**src/sv/itt_pkg.sv**
```systemverilog
`default_nettype none

package itt_pkg;

  // Table geometry
  localparam int unsigned Capacity = 64;
  localparam int unsigned IdxW     = $clog2(Capacity);
  localparam int unsigned CntW     = $clog2(Capacity + 1);

  // Fixed field widths
  localparam int unsigned IdW   = 31;
  localparam int unsigned TypeW = 31;
  localparam int unsigned ActW  = 2;
  localparam int unsigned StW   = 2;
  localparam int unsigned PosW  = 6;

  localparam logic [IdW-1:0] InitialId = IdW'(1);
  localparam logic [IdW-1:0] MaxId     = {IdW{1'b1}};

  typedef enum logic [ActW-1:0] {
    ACT_ADD    = 2'd0,
    ACT_LOOKUP = 2'd1,
    ACT_REMOVE = 2'd2
  } action_e;

  typedef enum logic [StW-1:0] {
    ST_OK        = 2'd0,
    ST_FULL      = 2'd1,
    ST_NOT_FOUND = 2'd2
  } status_e;

  // One stored pair
  typedef struct packed {
    logic [IdW-1:0]   id;
    logic [TypeW-1:0] mtype;
  } entry_t;

endpackage

`default_nettype wire

```
**src/sv/itt_mem.sv**
```systemverilog
`default_nettype none

module itt_mem (
  input  wire                              clk_i,
  input  wire                              wr_en_i,
  input  wire  [itt_pkg::IdxW-1:0]         wr_addr_i,
  input  wire  itt_pkg::entry_t            wr_data_i,
  input  wire  [itt_pkg::IdxW-1:0]         rd_addr_i,
  output itt_pkg::entry_t                  rd_data_o
);

  itt_pkg::entry_t mem_q [itt_pkg::Capacity];
  itt_pkg::entry_t rd_data_q;

  // Write one entry, read one entry with registered data
  always_ff @(posedge clk_i) begin
    if (wr_en_i) begin
      mem_q[wr_addr_i] <= wr_data_i;
    end
    rd_data_q <= mem_q[rd_addr_i];
  end

  assign rd_data_o = rd_data_q;

endmodule

`default_nettype wire

```
**config.mk**
```make
export PLATFORM = sky130hd
export DESIGN_NAME = itt_mem
export DESIGN_NICKNAME = d
export VERILOG_FILES = /design/src/sv/itt_pkg.sv /design/src/sv/itt_mem.sv
export SDC_FILE = /design/constraint.sdc
export NUM_CORES = 2
export LEC_CHECK = 0
export BUFFER_PORTS_ARGS = -buffer_cell sky130_fd_sc_hd__buf_2
export CAP_MARGIN = 20
export CORE_ASPECT_RATIO = 1.75
export CORE_MARGIN = 2
export CORE_UTILIZATION = 55
export DETAILED_ROUTE_END_ITERATION = 12
export PLACE_DENSITY = 0.71
export SETUP_SLACK_MARGIN = 0.4
export SKIP_LAST_GASP = 1
export SLEW_MARGIN = 20
export SYNTH_ARGS = -nofsm -noshare
export SYNTH_HDL_FRONTEND = slang
export SYNTH_SLANG_ARGS = --single-unit
export TNS_END_PERCENT = 50
```
**constraint.sdc**
```tcl
create_clock -name clk_i -period 8.1 [get_ports clk_i]
set_clock_uncertainty 0.2 [all_clocks]
set_input_delay 2.025 -clock clk_i [delete_from_list [all_inputs] [get_ports clk_i]]
set_output_delay 2.025 -clock clk_i [all_outputs]
set_load 0.05 [all_outputs]
```
### Word level (Yosys, flattened, before mapping)

Memory sizes are Yosys's and may differ from the RTL's. A register that Yosys moved wholly into a read port is not among the register bits.
Index checks and enable logic that the tools add are counted.

| word-level totals | value |
|---|---|
| register bits after elaboration | 0 |
| bits in writable memories | 3968 |
| input port bits | 76 |
| output and inout port bits | 62 |
| memories | 1 |

Memories:

| memory | words | bits a word | rd ports | clocked after Yosys merged registers in | wr ports | line | text |
|---|---|---|---|---|---|---|---|
| mem_q | 64 | 62 | 1 | 1 | 1 | itt_mem.sv:12 | `itt_pkg::entry_t mem_q [itt_pkg::Capacity];` |

| operators by class | value |
|---|---|
| mux-type cells | 2 |

Operators by type and width:

| cell | number |
|---|---|
| 2-to-1 mux 1 bit | 2 |

### Depth between registers and ports, before layout

| depth | value |
|---|---|
| depth in word-level cells | 2 |
| gate-level depth with buffers | 10 |
| mapped depth without buffers | 5 |

### Least setup slack after synthesis

No wires, ideal clock.

| timing path | value |
|---|---|
| kind | in2reg |
| start point | input wr_addr_i[3] (netlist bit) |
| end point | memory mem_q[48][0] (netlist bit) (enable) |
| arrival | 6736 ps |
| setup time | 558 ps |
| path buffers | 1 |
| cell stages on the path | 4 |
| slack | 606 ps |
| cell sequence | clkbuf_1 nor2b_1 nand4b_1 nor3_1 |

RTL lines:

| what | line | text |
|---|---|---|
| from (decl) | itt_mem.sv:6 | `input wire [itt_pkg::IdxW-1:0] wr_addr_i,` |
| to (decl) | itt_mem.sv:12 |  |

No word-level cell before the write port.

==> results summary <==
The flow ran to the end, and the final reports show no timing, DRC or antenna violations. The share of synthesized area in the top cell type comes to 0.785. The Yosys warning count is 0. The wire length of the first global-routing pass came out at 568 mm. The number of placed cells counting well taps came out at 10200. The stage delay of the slowest cell on the critical path is 0.86 ns. The startpoint identified for the worst hold timing path is mem_q[62][9]. The violation count after the first detailed-route iteration came out at 10100.

Once detail routing completed, the nets flagged for antenna violations numbered 0. The first TritonRoute pass finished after 6 iterations. When the netlist entered floorplanning its net count stood at 6726. The share of the cycle needed by the critical path after routing is 0.594. Fill cells in the final layout number 18400.

The minimum clock period is 4.81 ns. The synthesized netlist cell count came out at 6650. The total of endpoints with negative setup slack in the final report is 0. The tightest min-delay check is of the reg -> reg type.

Hold repair after CTS inserted 0 buffers. The area taken by flip-flops and latches came out at 0.120 mm2. The buffer and inverter count on the worst path came out at 2.

Measured against its own limit, the worst slew margin works out to 0.160. In this run the number of H-tree levels came out at 5. The final cell area excluding filler cells came out at 0.168 mm2. The overall power after layout came out at 41.4 mW.

In the layout the commonest cells are 3968 x edfxtp_1, 855 x mux4_2, 349 x clkbuf_16. Counting distinct cell types in the post-synthesis netlist gives 49. The pin count of the biggest net entering global routing is 128. The tree is rooted in a clkbuf_16. The library cell used most frequently in the layout, excluding fill and tap cells, is edfxtp_1. The effective utilization at floorplan came out at 0.552. The power density of the placed cells came out at 246 mW/mm2. The layout overhead on the synthesized area is 11.0%. The master of the slowest instance on the critical path is buf_4.

The total die area came out at 0.280 mm2. The critical path arrival came out at 5.44 ns. The worst setup path is of the in -> reg kind. Static timing analysis puts the maximum clock frequency at 0.208 GHz. The DRC violations left came out at 0. TritonCTS built the clock tree.

The max capacitance violation total came out at 0. The setup fix buffers added after clock tree synthesis is 0. STA classifies the critical path endpoint as a flip-flop.

The final hold violation count is 0. Counting flops with an async set or reset pin after synthesis yields a share of 0. The number of clock sinks came out at 4030.

The worst voltage drop across the vdd grid came out at 192 uV. After detailed routing, the total wire length is 404 mm. The number of antenna violations at the first check in global routing came out at 32. The clock slew at the register clock pins of the worst setup and hold paths came out at 0.07 ns. The final standard cell utilization of the core came out at 0.613.

The register area share after synthesis is 0.793. Input and output buffers added on the ports amount to 137. The area used by multi-input combinational logic came out at 0.0299 mm2. The transition time at the pin with the least slew margin is 1.26 ns.

The prevailing post-synth register cell is edfxtp_1. Measured along the y axis, the die boundary spans 699 um. The core area came out at 0.275 mm2. Summing every instance area after synthesis gives 0.152 mm2. The weighted congestion reported at the end of routability-driven placement came out at 0.811. The number of non-filler instances in the completed layout came out at 10800. The chip width came out at 401 um. The fraction of layout instances using a drive strength above 1 came out at 0.260.

The number of synthesized register bits came out at 4030. The number of pins exceeding their max-slew limit in the final report is 0. Setup repair after global routing left no endpoint under its margin. The top cell family by delay on the critical path is simple AND/OR/NAND/NOR gates. The post-place instance area came out at 0.158 mm2. In this run the core area contains 255 standard-cell rows. The number of gates given a new drive strength after cts came out at 0. Summed over all cells, the static leakage comes to 52.3 nW.

After detailed routing, the average wire length per cell comes to 37.3 um. The path with the worst hold slack has its endpoint at rd_data_o[9]. The internal reg-to-reg setup slack is 5.81 ns. The instance count along the most critical hold path came out at 4.

The total half-perimeter wirelength after legalization and detailed placement came out at 225 mm. The library cell occupying the most area in the post-synthesis netlist is edfxtp_1. The sum of overflow across all layers after global routing is 0. The average size of a mapped cell is 22.8 um2. The required time at the endpoint of the critical path came out at 8.73 ns. The via count of the first global-routing pass is 75300. In this run the critical register-to-register path is captured at rd_data_o[36]. The later pin in the worst-skew pair is clocked with a latency of 0.90 ns. By area the synthesized netlist is led by edfxtp_1 79%, mux4_2 13%, mux2i_1 1.5%. In the final timing run, aggregate negative setup slack is 0 ns. The total track usage is 0.289. The worst register-to-register path begins at mem_q[58][36]. The number of clock buffers inserted by TritonCTS came out at 335. STA classifies the critical path startpoint as an input port. The number of enable flip-flop cells after synthesis came out at 3968.

The number of vias per cell is 6.90. The signal on the critical path passes through buf_8, buf_4, or3_4, o22ai_1, nor4_1, a2bb2oi_1. The boundary pin count came out at 138. Of all nets on the critical path, the largest fanout is 62. The buffer levels on the longest clock path is 4. For the worst flop-to-flop path, the logic depth is 4. The count of vias placed by the detailed router came out at 74800. The number of nets at the end of the flow is 7034.
through the flow:
stage	setup slack (ns)	hold WS, ns
after CTS	3.26	0.575
after floorplan	0.606	0.522
after global placement	2.33	0.551
final	3.29	0.582
after global routing	3.19	0.637
after detailed placement	2.30	0.556
layer usage:
layer | vias up | GRT usage | part of all wire
met4 | 24 | 0.133 | 0.051
met3 | 1026 | 0.0557 | 0.10
li1 | 29100 | - | -
met1 | 39900 | 0.361 | 0.33
met5 | - | 0 | 0.00036
met2 | 4766 | 0.491 | 0.51
cell type report:
class	count	share of cell area
tap	3598	0.0267
multi-input combinational	2235	0.177
clock buffer	439	0.0549
sequential	4030	0.715
timing repair buffer	356	0.0170
antenna	16	0.000238
clock inverter	164	0.00901
worst reg2reg max path, cell delays in order, from the launching register on:
cell	delay (ns)
edfxtp_1	0.38
mux4_2	0.46
a22o_1	0.25
o21ai_0	0.69
a2bb2oi_1	0.15
Yosys cell counts, types with 33 or more instances:
| cell type | n |
|---|---|
| mux2i_1 | 234 |
| o221ai_1 | 64 |
| buf_4 | 75 |
| nor2_1 | 103 |
| o21ai_0 | 68 |
| nand2_1 | 46 |
| mux2_2 | 92 |
| nor2b_1 | 60 |
| clkbuf_1 | 137 |
| dfxtp_1 | 62 |
| a22oi_1 | 95 |
| a221oi_1 | 33 |
| edfxtp_1 | 3968 |
| o22ai_1 | 241 |
| nand3_1 | 49 |
| mux4_2 | 855 |
| buf_2 | 136 |
| nor4_1 | 33 |
power by group:
part,internal (mW),leakage [nW],switching (mW)
Combinational,0.707,10.8,1.40
Sequential,23.1,36.2,0.116
Clock,8.93,5.27,7.19
Total,32.7,52.3,8.70
sequential cells by signal, summed over array words and instances, names as in the netlist:
| name | count |
|---|---|
| mem_q | 3968 |
| rd_data_o | 62 |
logic make-up after synthesis:
kind of cell / count (synthesis) / share of synthesized area
buffers and inverters: 385 / 0.0136
AND/OR/NAND/NOR: 376 / 0.0125
flip-flops: 4030 / 0.793
AO/OA/AOI/OAI: 672 / 0.0310
multiplexers: 1187 / 0.150
how the worst max path moves through the flow:
stage                      start             to  slack [ns]  cells past startpoint
finish              rd_addr_i[2]  rd_data_o[49]        3.29                      6
global route        rd_addr_i[0]  rd_data_o[44]        3.19                      8
CTS                 rd_addr_i[2]   rd_data_o[4]        3.26                      7
detailed placement  rd_addr_i[2]  rd_data_o[51]        2.30                      7
global placement    rd_addr_i[2]  rd_data_o[24]        2.33                      7
floorplan           wr_addr_i[3]   mem_q[48][0]        0.61                      4
No activity file was read; power rests on OpenSTA's default activity.
